### config.mk
export PLATFORM = sky130hd
export DESIGN_NAME = hrbm_cell
export DESIGN_NICKNAME = d
export VERILOG_FILES = /design/src/rtl/core/hrbm_pkg.sv /design/src/rtl/core/hrbm_cell.sv
export SDC_FILE = /design/constraint.sdc
export NUM_CORES = 1
export LEC_CHECK = 0
export ABC_AREA = 1
export CORE_AREA = 2 2 188 190
export CTS_CLUSTER_SIZE = 8
export DETAILED_ROUTE_END_ITERATION = 8
export DIE_AREA = 0 0 190 192
export DONT_BUFFER_PORTS = 1
export GPL_TIMING_DRIVEN = 0
export SYNTH_ARGS = -nofsm -noshare
export SYNTH_HDL_FRONTEND = slang
export SYNTH_SLANG_ARGS = --single-unit
### constraint.sdc
create_clock -name clk_i -period 11 [get_ports clk_i]
set_input_delay 0 -clock clk_i [delete_from_list [all_inputs] [get_ports clk_i]]
set_output_delay 0 -clock clk_i [all_outputs]
set_load 0.03 [all_outputs]
### src/rtl/core/hrbm_pkg.sv
// Shared types, codes and the division step for the hash range bucket mapper.
`timescale 1ns / 1ps

package hrbm_pkg;

  localparam int unsigned DIV_STEPS = 16;
  localparam int unsigned CFG_DIV_BITS = 33;

  localparam logic [15:0] RST_MAX_PAR = 16'd128;
  localparam logic [14:0] RST_FIRST_GROUP = 15'd0;
  localparam logic [14:0] RST_LAST_GROUP = 15'd127;
  localparam logic [16:0] RST_BUCKET_COUNT = 17'd1;
  localparam logic [15:0] MAX_GROUPS = 16'd32768;
  localparam logic [16:0] MAX_BUCKETS = 17'd65536;
  localparam logic [32:0] HASH_TOTAL = 33'h1_0000_0000;

  typedef enum logic [1:0] {
    ST_OK        = 2'd0,
    ST_BAD_CFG   = 2'd1,
    ST_SPAN_LOW  = 2'd2,
    ST_OUT_RANGE = 2'd3
  } status_e;

  typedef enum logic [1:0] {
    CMD_MAP    = 2'd0,
    CMD_BUCKET = 2'd1,
    CMD_TASK   = 2'd2,
    CMD_RSVD   = 2'd3
  } cmd_e;

  typedef enum logic [1:0] {
    REG_MAX_PAR      = 2'd0,
    REG_FIRST_GROUP  = 2'd1,
    REG_LAST_GROUP   = 2'd2,
    REG_BUCKET_COUNT = 2'd3
  } reg_idx_e;

  typedef enum logic [2:0] {
    CFG_IDLE,
    CFG_CHECK,
    CFG_DIV_BASE,
    CFG_GROUP,
    CFG_SPAN,
    CFG_DIV_SPAN
  } cfg_state_e;

  typedef struct packed {
    logic        idle;
    logic [1:0]  status;
    logic [31:0] first;
    logic [31:0] last;
    logic [32:0] span;
    logic [16:0] bc;
    logic [32:0] s;
    logic [15:0] r;
  } cfg_state_t;

  typedef struct packed {
    logic [32:0] rem;
    logic [15:0] nq;
  } lane_t;

  typedef struct packed {
    logic [1:0]  status;
    logic [1:0]  cmd;
    lane_t       lane_a;
    lane_t       lane_b;
    lane_t       lane_c;
    logic [32:0] qs;
    logic [32:0] q1s;
  } cell_t;

  // One restoring division step: shift in the next dividend bit, subtract if it fits.
  function automatic lane_t lane_step(lane_t l, logic [32:0] d);
    logic [33:0] trial;
    lane_t       r;
    trial = {l.rem, l.nq[15]} - {1'b0, d};
    if (!trial[33]) begin
      r.rem = trial[32:0];
    end else begin
      r.rem = {l.rem[31:0], l.nq[15]};
    end
    r.nq = {l.nq[14:0], ~trial[33]};
    return r;
  endfunction

endpackage

### src/rtl/core/hrbm_cell.sv
// One divider cell: a restoring step on each of the three lanes, with a handshake stage.
`timescale 1ns / 1ps

module hrbm_cell (
  input  logic                clk_i,
  input  logic                rst_ni,
  input  logic [32:0]         span_i,
  input  logic [16:0]         bc_i,
  input  logic                in_valid_i,
  output logic                in_ready_o,
  input  hrbm_pkg::cell_t     in_data_i,
  output logic                out_valid_o,
  input  logic                out_ready_i,
  output hrbm_pkg::cell_t     out_data_o
);

  logic            valid_q;
  hrbm_pkg::cell_t data_q, data_d;

  always_comb begin
    data_d        = in_data_i;
    data_d.lane_a = hrbm_pkg::lane_step(in_data_i.lane_a, span_i);
    data_d.lane_b = hrbm_pkg::lane_step(in_data_i.lane_b, {16'd0, bc_i});
    data_d.lane_c = hrbm_pkg::lane_step(in_data_i.lane_c, {16'd0, bc_i});
  end

  assign in_ready_o = ~valid_q | out_ready_i;

  always_ff @(posedge clk_i or negedge rst_ni) begin
    if (!rst_ni) begin
      valid_q <= 1'b0;
    end else if (in_ready_o) begin
      valid_q <= in_valid_i;
    end
  end

  always_ff @(posedge clk_i) begin
    if (in_ready_o && in_valid_i) begin
      data_q <= data_d;
    end
  end

  assign out_valid_o = valid_q;
  assign out_data_o  = data_q;

endmodule

==> metrics.md <==
| Metric | Value |
|---|---|
| Relative slew slack | `between 30 and 40%` |
| Largest net degree at the start of global routing | `34` |
| HPWL Detailed | `42.18 mm` |
| CP endpoint kind | `register` |
| Initial core utilization | `41.64%` |
| YS warnings | `0` |
| Post-Synthesis Cells | `between 1,500 and 2,000` |
| Leak | `8.756 nW` |
| DRC | `0` |
| # IOs | `490` |
| Critical-path maximum fanout | `10` |
| Max Slew Vio Count | `0` |
| CTS Buf Count | `34` |
| Status | `finished clean` |
| Synth Flop Type | `edfxtp_1` |
| Total gr overflow | `0` |
| Clock Skews | `~0.0087 ns` |
| Cell variety after synth | `35` |
| Worst r2r path cells | `4` |
| Setup WS post-layout | `approximately 7.7 ns` |
| TritonRoute pass-1 iters | `5` |
| Setup Viol. Count Final | `0` |
| Layout cells sized above 1 | `approximately 5%` |
| Drt total wl | `between 50 and 60 mm` |
| Wire length per cell | `slightly above 20 um` |
| CTS max path bufs | `3` |
| Max incr delay on CP | `0.58 ns` |
| Max_cap viols | `0` |
| P&R area growth vs syn | `30.51%` |
| # clock sinks | `218` |
| GPL Wtd Cong | `just under 1` |
| Min-Delay Path Depth | `4` |
| FFs w/ async S/R, synth | `0.4587%` |
| Clock transition at the registers of the reported paths | `0.05 ns` |
| Hold-fix buffers, CTS | `between 200 and 300` |
| Worst setup SP type | `input pin` |
| Vias in the first global route | `13,350` |
| Die area | `36,480 sq um` |
| Via density | `between 5 and 6` |
| CP Data Arrival Time | `3.58 ns` |
| Worst path cell trace | `dlygate4sd3_1 > ha_1 > a21oi_1 > o21ai_0 > a21oi_2 > nand3_2 > nand2_1 > nand2_2 > buf_6 > nand2_1 > dlygate4sd3_1 > nand2_1 > dlygate4sd3_1` |
| Htree depth | `2` |
| Minimum clock period | `3.287 ns` |
| Die Span Y | `192 um` |
| RSZ-0062 raised after global routing | `no` |
| Synth Net Count | `2,199` |
| Vias | `roughly 14,000` |
| Post-route ant nets | `0` |
| Register-to-register path setup slack | `~8.6 ns` |
| Die X | `190 um` |
| Power Density | `141.8 nW/um^2` |
| CTS tree | `built` |
| Dpl ws | `8.592 ns` |
| First-pass GRT wire length | `79.38 mm` |
| Required time of the critical path | `11.29 ns` |
| Slew @ Worst Pin | `0.9280 ns` |
| Final period util | `approximately 30%` |
| Critical path type | `in2reg` |
| Synthesized cell area | `~14,000 sq um` |
| Worst Hold Class | `in2reg` |
| Initial antenna violation count | `11` |
| Total core area | `between 30,000 and 40,000 sq um` |
| Fmax | `about 300 MHz` |
| # port buffers | `0` |
| Seq/Total Area, Yosys | `~46%` |
| Worst VDD drop | `approximately 0.00012 V` |
| Post-CTS sizing | `0` |
| CTS Root Cell | `clkbuf_16` |
| Iter 0 DRT Violations | `roughly 850` |
| Hold Fails Final Rpt | `0` |
| #FFs+latches synth | `approximately 220` |
| GR Util All Layers | `about 30%` |
| CP max stage cell | `dlygate4sd3_1` |
| Cell Rows | `68` |
| Total power | `2.642 mW` |
| Post-CTS Setup Bufs | `0` |
| Clk Latency, worst-skew pair | `approximately 0.55 ns` |
| Post-synth EDFFs | `between 200 and 250` |
| Mean Syn Cell Area | `a little under 8 sq um` |
| Fin Setup TNS | `0 ns` |
| Final net count | `between 2,000 and 3,000` |
==> per-layer routing <==
| metal | GRT usage, % | wire [um] |
|---|---|---|
| met5 | 0 | 30 |
| met3 | 7.564 | 4520 |
| met4 | 12.61 | 2196 |
| met1 | 36.76 | 22890 |
| met2 | 47.89 | 24970 |
==> final timing paths <==
path / from / endpoint
hold reg to reg: out_valid_o$_DFFE_PN0N_ / out_data_o[42]$_DFFE_PP_
hold / removal: in_data_i[189] / out_data_o[190]$_DFFE_PP_
max in group asynchronous: rst_ni / out_valid_o$_DFFE_PN0N_
min in group asynchronous: rst_ni / out_valid_o$_DFFE_PN0N_
setup reg to reg: out_valid_o$_DFFE_PN0N_ / out_data_o[145]$_DFFE_PP_
setup / recovery: in_data_i[91] / out_data_o[103]$_DFFE_PP_
==> Yosys cell counts (2+ instances only) <==
master | number | area (sq um)
nand3_1 | 138 | 690.7
nand2_1 | 745 | 2796
nor2_1 | 128 | 480.5
edfxtp_1 | 217 | 6516
nor3_1 | 25 | 125.1
a21oi_1 | 57 | 285.3
or2_2 | 2 | 12.51
nand4_1 | 26 | 162.7
inv_1 | 296 | 1111
o21ai_1 | 3 | 15.01
and2_1 | 10 | 62.56
o21bai_1 | 3 | 22.52
nand2_2 | 15 | 93.84
nor4_1 | 3 | 18.77
nand3_2 | 5 | 50.05
ha_1 | 67 | 838.3
o21ai_0 | 22 | 110.1
fa_1 | 3 | 60.06
buf_2 | 6 | 30.03
buf_6 | 11 | 123.9
buf_4 | 7 | 52.55
inv_2 | 2 | 7.510
nor2_2 | 3 | 18.77
xnor2_1 | 3 | 26.28
nor2_4 | 2 | 22.52
xor2_1 | 42 | 367.9
a21oi_2 | 3 | 26.28
nand3b_1 | 7 | 52.55
==> sequential cells by signal (all words and copies together) (netlist names) <==
register     cells
out_data_o     217
out_valid_o      1
==> report_power, final <==
| part | internal (mW) | switching (mW) |
|---|---|---|
| logic | 0.210 | 0.327 |
| registers | 0.999 | 0.147 |
| clock network | 0.567 | 0.392 |
==> layout make-up <==
cell class / count / area, sq um
sequential: 218 / 6541
multi-input combinational: 1318 / 6422
buffer: 24 / 206.4
antenna: 9 / 22.52
inverter: 298 / 1119
clock inverter: 7 / 81.33
timing repair buffer: 271 / 2790
fill: 3173 / 15660
tap: 455 / 569.3
clock buffer: 42 / 880.8
==> metrics by stage <==
stage	area (sq um)	hold slack, ns	std cells	utilization, %
final	18630	0.01874	2642	54.34
after global routing	18630	0.02352	2639	54.32
after CTS	18610	0.0003548	2633	54.28
after detailed placement	15010	-0.2955	2320	43.76
after global placement	14850	-0.2955	2313	43.31
after floorplan	14280	-0.2956	1858	-
==> worst max-delay path: cells and delay by family <==
| kind | cells | cell delay [ns] |
|---|---|---|
| buf+inv | 4 | 1.83 |
| compound gates | 3 | 0.95 |
| simple gates | 5 | 0.45 |
| fa+ha+maj | 1 | 0.35 |
==> cell usage in the layout, fill, tap and decap left out, types with 3 or more instances in the layout <==
master	count
and2_1	10
nand2_1	745
xnor2_1	3
clkbuf_1	8
nor4_1	3
o21ai_1	3
buf_12	6
buf_4	7
o21bai_1	3
buf_2	6
a21oi_2	3
a21oi_1	56
fa_1	3
nand3b_1	7
nand3_1	138
nand4_1	26
ha_1	67
clkbuf_16	34
edfxtp_1	217
o21ai_0	22
diode_2	9
xor2_1	42
nor3_1	25
nand3_2	5
nor2_2	3
buf_6	11
inv_1	296
nand2_2	15
dlygate4sd3_1	264
nor2_1	128
==> kinds of logic after synthesis <==
family	count (synthesis)	synth area share (%)
AO/OA/AOI/OAI	89	3.330
buffers and inverters	322	9.281
adder cells (fa/ha/maj)	70	6.292
XOR/XNOR	45	2.761
flip-flops	218	45.82
AND/OR/NAND/NOR	1114	32.52
Note: power is estimated with default switching activity, not from simulation.
