==> config.mk <==
export PLATFORM = sky130hd
export DESIGN_NAME = hrbm_cfg
export DESIGN_NICKNAME = d
export VERILOG_FILES = /design/src/rtl/core/hrbm_pkg.sv /design/src/rtl/core/hrbm_cfg.sv
export SDC_FILE = /design/constraint.sdc
export NUM_CORES = 2
export LEC_CHECK = 0
export BUFFER_PORTS_ARGS = -buffer_cell sky130_fd_sc_hd__clkbuf_2
export CORE_ASPECT_RATIO = 0.9
export CORE_UTILIZATION = 45
export CTS_CLUSTER_DIAMETER = 200
export DETAILED_ROUTE_END_ITERATION = 10
export HOLD_SLACK_MARGIN = 0.03
export PLACE_DENSITY = 0.69
export SLEW_MARGIN = 20
export SYNTH_ARGS = -nofsm -noshare
export SYNTH_HDL_FRONTEND = slang
export SYNTH_SLANG_ARGS = --single-unit
==> constraint.sdc <==
create_clock -name clk_i -period 10.3 [get_ports clk_i]
set_clock_uncertainty 0.05 [all_clocks]
set_input_delay 1.03 -clock clk_i [delete_from_list [all_inputs] [get_ports clk_i]]
set_output_delay 1.03 -clock clk_i [all_outputs]
set_load 0.005 [all_outputs]
==> src/rtl/core/hrbm_pkg.sv <==
// Shared types, codes and the division step for the hash range bucket mapper.
`timescale 1ns / 1ps

package hrbm_pkg;

  localparam int unsigned DIV_STEPS = 16;
  localparam int unsigned CFG_DIV_BITS = 33;

  localparam logic [15:0] RST_MAX_PAR = 16'd128;
  localparam logic [14:0] RST_FIRST_GROUP = 15'd0;
  localparam logic [14:0] RST_LAST_GROUP = 15'd127;
  localparam logic [16:0] RST_BUCKET_COUNT = 17'd1;
  localparam logic [15:0] MAX_GROUPS = 16'd32768;
  localparam logic [16:0] MAX_BUCKETS = 17'd65536;
  localparam logic [32:0] HASH_TOTAL = 33'h1_0000_0000;

  typedef enum logic [1:0] {
    ST_OK        = 2'd0,
    ST_BAD_CFG   = 2'd1,
    ST_SPAN_LOW  = 2'd2,
    ST_OUT_RANGE = 2'd3
  } status_e;

  typedef enum logic [1:0] {
    CMD_MAP    = 2'd0,
    CMD_BUCKET = 2'd1,
    CMD_TASK   = 2'd2,
    CMD_RSVD   = 2'd3
  } cmd_e;

  typedef enum logic [1:0] {
    REG_MAX_PAR      = 2'd0,
    REG_FIRST_GROUP  = 2'd1,
    REG_LAST_GROUP   = 2'd2,
    REG_BUCKET_COUNT = 2'd3
  } reg_idx_e;

  typedef enum logic [2:0] {
    CFG_IDLE,
    CFG_CHECK,
    CFG_DIV_BASE,
    CFG_GROUP,
    CFG_SPAN,
    CFG_DIV_SPAN
  } cfg_state_e;

  typedef struct packed {
    logic        idle;
    logic [1:0]  status;
    logic [31:0] first;
    logic [31:0] last;
    logic [32:0] span;
    logic [16:0] bc;
    logic [32:0] s;
    logic [15:0] r;
  } cfg_state_t;

  typedef struct packed {
    logic [32:0] rem;
    logic [15:0] nq;
  } lane_t;

  typedef struct packed {
    logic [1:0]  status;
    logic [1:0]  cmd;
    lane_t       lane_a;
    lane_t       lane_b;
    lane_t       lane_c;
    logic [32:0] qs;
    logic [32:0] q1s;
  } cell_t;

  // One restoring division step: shift in the next dividend bit, subtract if it fits.
  function automatic lane_t lane_step(lane_t l, logic [32:0] d);
    logic [33:0] trial;
    lane_t       r;
    trial = {l.rem, l.nq[15]} - {1'b0, d};
    if (!trial[33]) begin
      r.rem = trial[32:0];
    end else begin
      r.rem = {l.rem[31:0], l.nq[15]};
    end
    r.nq = {l.nq[14:0], ~trial[33]};
    return r;
  endfunction

endpackage

==> src/rtl/core/hrbm_cfg.sv <==
// Configuration registers and the sequencer that derives the task hash range.
`timescale 1ns / 1ps

module hrbm_cfg (
  input  logic                   clk_i,
  input  logic                   rst_ni,
  input  logic                   cfg_we_i,
  input  logic [1:0]             cfg_idx_i,
  input  logic [16:0]            cfg_data_i,
  output hrbm_pkg::cfg_state_t   cfg_o
);

  hrbm_pkg::cfg_state_e state_q, state_d;

  logic [15:0] mp_q;
  logic [14:0] fg_q;
  logic [14:0] lg_q;
  logic [16:0] bc_q;
  logic [5:0]  cnt_q;
  logic [32:0] dq_q;
  logic [16:0] rem_q;
  logic [16:0] div_q;
  logic [32:0] base_q;
  logic [15:0] extra_q;
  logic [31:0] first_q;
  logic [32:0] lastp_q;
  logic [31:0] last_q;
  logic [32:0] span_q;
  logic [32:0] s_q;
  logic [15:0] r_q;
  logic [1:0]  status_q;

  logic        cfg_bad;
  logic        busy;
  logic        div_run;
  logic        div_last;
  logic [17:0] trial;
  logic [16:0] rem_next;
  logic [32:0] dq_next;
  logic [32:0] span_d;
  logic        span_low;
  logic [15:0] lg1;
  logic [15:0] min_first;
  logic [15:0] min_last;

  assign cfg_bad = (mp_q == 16'd0) || (mp_q > hrbm_pkg::MAX_GROUPS) || (fg_q > lg_q) ||
                   ({1'b0, lg_q} >= mp_q) || (bc_q == 17'd0) ||
                   (bc_q > hrbm_pkg::MAX_BUCKETS);

  assign trial    = {rem_q, dq_q[32]} - {1'b0, div_q};
  assign rem_next = trial[17] ? {rem_q[15:0], dq_q[32]} : trial[16:0];
  assign dq_next  = {dq_q[31:0], ~trial[17]};

  assign span_d   = lastp_q - {1'b0, first_q};
  assign span_low = span_d < {16'd0, bc_q};

  assign lg1       = {1'b0, lg_q} + 16'd1;
  assign min_first = ({1'b0, fg_q} < extra_q) ? {1'b0, fg_q} : extra_q;
  assign min_last  = (lg1 < extra_q) ? lg1 : extra_q;

  always_comb begin
    state_d = state_q;
    case (state_q)
      hrbm_pkg::CFG_IDLE:     state_d = hrbm_pkg::CFG_IDLE;
      hrbm_pkg::CFG_CHECK:    state_d = cfg_bad ? hrbm_pkg::CFG_IDLE : hrbm_pkg::CFG_DIV_BASE;
      hrbm_pkg::CFG_DIV_BASE: state_d = div_last ? hrbm_pkg::CFG_GROUP : hrbm_pkg::CFG_DIV_BASE;
      hrbm_pkg::CFG_GROUP:    state_d = hrbm_pkg::CFG_SPAN;
      hrbm_pkg::CFG_SPAN:     state_d = span_low ? hrbm_pkg::CFG_IDLE : hrbm_pkg::CFG_DIV_SPAN;
      hrbm_pkg::CFG_DIV_SPAN: state_d = div_last ? hrbm_pkg::CFG_IDLE : hrbm_pkg::CFG_DIV_SPAN;
      default:                state_d = hrbm_pkg::CFG_IDLE;
    endcase
    if (cfg_we_i) begin
      state_d = hrbm_pkg::CFG_CHECK;
    end
  end

  always_comb begin
    busy     = 1'b1;
    div_run  = 1'b0;
    case (state_q)
      hrbm_pkg::CFG_IDLE:     busy = 1'b0;
      hrbm_pkg::CFG_DIV_BASE: div_run = 1'b1;
      hrbm_pkg::CFG_DIV_SPAN: div_run = 1'b1;
      default:                busy = 1'b1;
    endcase
    div_last = div_run && (cnt_q == 6'(hrbm_pkg::CFG_DIV_BITS - 1));
  end

  always_ff @(posedge clk_i or negedge rst_ni) begin
    if (!rst_ni) begin
      state_q  <= hrbm_pkg::CFG_IDLE;
      mp_q     <= hrbm_pkg::RST_MAX_PAR;
      fg_q     <= hrbm_pkg::RST_FIRST_GROUP;
      lg_q     <= hrbm_pkg::RST_LAST_GROUP;
      bc_q     <= hrbm_pkg::RST_BUCKET_COUNT;
      first_q  <= 32'd0;
      last_q   <= 32'hFFFF_FFFF;
      span_q   <= hrbm_pkg::HASH_TOTAL;
      s_q      <= hrbm_pkg::HASH_TOTAL;
      r_q      <= 16'd0;
      status_q <= hrbm_pkg::ST_OK;
      cnt_q    <= 6'd0;
    end else begin
      state_q <= state_d;
      if (cfg_we_i) begin
        case (cfg_idx_i)
          hrbm_pkg::REG_MAX_PAR:      mp_q <= cfg_data_i[15:0];
          hrbm_pkg::REG_FIRST_GROUP:  fg_q <= cfg_data_i[14:0];
          hrbm_pkg::REG_LAST_GROUP:   lg_q <= cfg_data_i[14:0];
          hrbm_pkg::REG_BUCKET_COUNT: bc_q <= cfg_data_i;
          default:                    bc_q <= bc_q;
        endcase
      end
      if (div_run) begin
        cnt_q <= cnt_q + 6'd1;
      end else begin
        cnt_q <= 6'd0;
      end
      case (state_q)
        hrbm_pkg::CFG_CHECK: begin
          if (cfg_bad) begin
            status_q <= hrbm_pkg::ST_BAD_CFG;
            first_q  <= 32'd0;
            last_q   <= 32'd0;
            span_q   <= 33'd0;
          end
        end
        hrbm_pkg::CFG_GROUP: begin
          first_q <= 32'(fg_q * base_q + {17'd0, min_first});
        end
        hrbm_pkg::CFG_SPAN: begin
          span_q <= span_d;
          last_q <= 32'(lastp_q - 33'd1);
          if (span_low) begin
            status_q <= hrbm_pkg::ST_SPAN_LOW;
          end
        end
        hrbm_pkg::CFG_DIV_SPAN: begin
          if (div_last) begin
            status_q <= hrbm_pkg::ST_OK;
            s_q      <= dq_next;
            r_q      <= rem_next[15:0];
          end
        end
        default: begin
          status_q <= status_q;
        end
      endcase
    end
  end

  always_ff @(posedge clk_i) begin
    case (state_q)
      hrbm_pkg::CFG_CHECK: begin
        dq_q  <= hrbm_pkg::HASH_TOTAL;
        rem_q <= 17'd0;
        div_q <= {1'b0, mp_q};
      end
      hrbm_pkg::CFG_DIV_BASE: begin
        dq_q  <= dq_next;
        rem_q <= rem_next;
        if (div_last) begin
          base_q  <= dq_next;
          extra_q <= rem_next[15:0];
        end
      end
      hrbm_pkg::CFG_GROUP: begin
        lastp_q <= 33'(lg1 * base_q + {17'd0, min_last});
      end
      hrbm_pkg::CFG_SPAN: begin
        dq_q  <= span_d;
        rem_q <= 17'd0;
        div_q <= bc_q;
      end
      hrbm_pkg::CFG_DIV_SPAN: begin
        dq_q  <= dq_next;
        rem_q <= rem_next;
      end
      default: begin
        div_q <= div_q;
      end
    endcase
  end

  assign cfg_o.idle   = ~busy;
  assign cfg_o.status = status_q;
  assign cfg_o.first  = first_q;
  assign cfg_o.last   = last_q;
  assign cfg_o.span   = span_q;
  assign cfg_o.bc     = bc_q;
  assign cfg_o.s      = s_q;
  assign cfg_o.r      = r_q;

endmodule

==> flow_summary_export.csv <==
group,metric,value,unit
logic_synthesis,synth-seq-cells,369,
cells_and_area,syn2layout_area_growth,8.50,%
setup_path,crit_slowest_cell,"dfstp_2",
outcome,status,"finished, final reports clean",
floorplanning,die-area,0.0978,mm^2
cells_and_area,n_fill_cell,8722,
grt,grt_pass1_wl,198000,um
clocking,cts_max_level,2,
setup_path,worstPathMaxFanout,24,
setup_path,cp_data_arrival_time,9.31,ns
logic_synthesis,synthTopCellsByArea,"fa_1 29%, edfxtp_1 10%, dfrtp_1 10%",
route,firstDrtPassIters,5,
logic_synthesis,synth_edf_count,149,
floorplanning,start_util,45.7,%
floorplanning,die_y,297,um
floorplanning,rows,107,
timing,tightest_slew,1.15,ns
setup_path,crit_path_end_kind,"register",
clocking,post-cts-setup-buffer-count,0,
timing,grt_setup_unrepaired,"no",
logic_synthesis,synthCells,4612,
floorplanning,ioPinCount,188,
setup_path,cpPeakStageDelay,0.61,ns
grt,grt_max_degree,99,
grt,overflow,0,
logic_synthesis,async_flop_share,59.6,%
logic_synthesis,yosysSeqAreaShare,23.1,%
setup_path,cp-start-kind,"register",
job,drv_cap,0,
timing,finalSetupViolations,0,
floorplanning,die_w,330,um
logic_synthesis,synthFlopType,"dfrtp_1",
clocking,insertion_delay,0.58,ns
grt,grt_pass1_vias,34000,
route,wirelength,125000,um
logic_synthesis,yosysUniqueCellTypes,91,
clocking,ctsHoldBuffers,0,
clocking,cts.repair.resized,0,
clocking,cts_tree,"done",
cells_and_area,final_nets,5656,
setup_path,worstPathRequired,10.56,ns
placed_design,dp_hpwl,96800,um
route,postRouteAntennaNets,0,
route,routed-via-count,32800,
grt,antenna_found_initial,4,
clocking,cts.clk_slew.worst_paths,0.06,ns
clocking,numCtsBuffers,39,
logic_synthesis,synth_area,0.0435,mm^2
placed_design,gp_congestion,1.02,
timing,final.setup.tns,0,ns
timing,finalMaxSlewViolations,0,
timing,finalCriticalPeriod,9.05,ns
timing,min_period_over_period,87.8,%
route,viasPerCell,5.47,
setup_path,worst-setup-path-type,"register to register",
clocking,cts_buffer_depth,3,
timing,relSlewSlack,23.3,%
floorplanning,core_area,0.0952,mm^2
clocking,clock-root-buffer,"clkbuf_16",
logic_synthesis,yosys_warnings,0,
timing,finalHoldViolCount,0,
logic_synthesis,synth_top_cell_by_area,"fa_1",
placed_design,port_buffers,187,
route,wire_per_inst,20.9,um
route,drt_iter0_markers,2724,
cells_and_area,drive_gt1_share,10.7,%
worst_hold_path,min_path_type,"primary input to async pin",
logic_synthesis,syn_nets,5566,
timing,max_freq,111,MHz
grt,grt.total_usage,26.2,%
logic_synthesis,avgSynthCellArea,9.42,um^2
logic_synthesis,synth_top_area_share,29.4,%
route,drcViolationCount,0,
clocking,cts.sinks,369,
-- cells in the final DEF (no fill, tap or decap), types with 39 or more instances in the layout --
master       n
clkbuf_2   186
dfstp_2     43
xnor2_1    132
ha_1       294
inv_1      925
mux2_2      89
clkbuf_16   43
nand2_1    709
fa_1       638
edfxtp_1   149
a21o_1      67
dfrtp_1    172
buf_4       72
nor2b_1     39
a22o_1      39
nor2_1     127
and2_1     253
a21oi_1    106
xor2_1      46
o21ai_0    142
-- path summary, 6_finish.rpt --
| kind | startpoint | endpoint | slack (ns) | depth (start not counted) |
|---|---|---|---|---|
| setup / recovery | lg_q[2]$_DFFE_PN1P_ | lastp_q[31]$_DFFE_PP_ | 1.25 | 34 |
| hold / removal | rst_ni | span_q[0]$_DFFE_PN0P_ | 0.39 | 1 |
| setup reg to reg | lg_q[2]$_DFFE_PN1P_ | lastp_q[31]$_DFFE_PP_ | 1.25 | 34 |
| hold reg to reg | span_q[25]$_DFFE_PN0P_ | span_q[25]$_DFFE_PN0P_ | 0.43 | 1 |
| max in group asynchronous | rst_ni | fg_q[9]$_DFFE_PN0P_ | 8.43 | 2 |
| min in group clk_i | span_q[25]$_DFFE_PN0P_ | span_q[25]$_DFFE_PN0P_ | 0.43 | 1 |
-- sequential cells by signal, indices dropped and copies added, names as in the netlist --
| signal | cells |
|---|---|
| bc_q | 17 |
| status_q | 2 |
| base_q | 33 |
| s_q | 33 |
| fg_q | 15 |
| extra_q | 16 |
| state_q | 3 |
| dq_q | 33 |
| mp_q | 16 |
| span_q | 33 |
| rem_q | 17 |
| lastp_q | 33 |
| cnt_q | 6 |
| div_q | 17 |
| first_q | 32 |
| last_q | 32 |
| r_q | 16 |
| lg_q | 15 |
-- per-stage QoR --
stage | instances | worst slack [ns] | util (%) | hold slack (ns) | cell area, um^2
2_1_floorplan | 4612 | 2.23 | - | 0.394 | 43500
3_3_place_gp | 5913 | 1.51 | 48.1 | 0.414 | 45800
3_5_place_dp | 5913 | 1.33 | 48.1 | 0.417 | 45800
4_1_cts | 5984 | 1.29 | 49.5 | 0.424 | 47100
5_1_grt | 5985 | 0.702 | 49.5 | 0.450 | 47100
6_report | 5986 | 1.25 | 49.5 | 0.393 | 47100
-- critical path: cells and delay by family, from the launching register on --
kind | cells | cell delay [ns]
simple gates | 6 | 0.96
buf+inv | 4 | 0.73
mux | 1 | 0.37
fa+ha+maj | 7 | 2.56
xor+xnor | 2 | 0.23
compound gates | 14 | 3.26
flops | 1 | 0.61
-- metal layers --
layer	global-route usage [%]	routed length, um
met1	37.6	53200
met2	40.4	56100
met3	5.36	12700
met4	6.61	2990
met5	0	36
-- cell type report --
class / count / area, um^2 / area share (%)
multi-input cells: 3105 / 29300 / 62.0
flip-flops and latches: 369 / 10000 / 21.3
inverters: 927 / 3480 / 7.38
well taps: 1253 / 1570 / 3.33
repair buffers: 260 / 1500 / 3.18
clock buffers: 52 / 1130 / 2.40
clock inverters: 19 / 175 / 0.372
diodes: 1 / 2.50 / 0.00531
-- synthesized netlist by cell type, drive strengths merged (24+ instances only) --
master    n
dfrtp   177
o21ai   152
and2    253
o22ai    31
nand2b   33
a21oi   108
a22o     39
nor4     24
nand2   710
a21o     68
edfxtp  149
clkbuf  195
nand3    31
mux2     89
ha      294
dfstp    43
inv     926
nor2    130
nor3     32
nor2b    39
xnor2   142
mux2i    25
fa      638
o21a     29
xor2     47
-- kinds of logic after synthesis --
group | synth area share [%]
AND/OR/NAND/NOR | 14.2
buffers and inverters | 9.96
adder cells (fa/ha/maj) | 37.9
AO/OA/AOI/OAI | 8.15
flip-flops | 23.1
XOR/XNOR | 3.81
multiplexers | 2.88
other | 0.00863
Power is left out: the tool's default activity adds up to more than one toggle a clock period on the data nets, which glitch-free logic cannot reach.
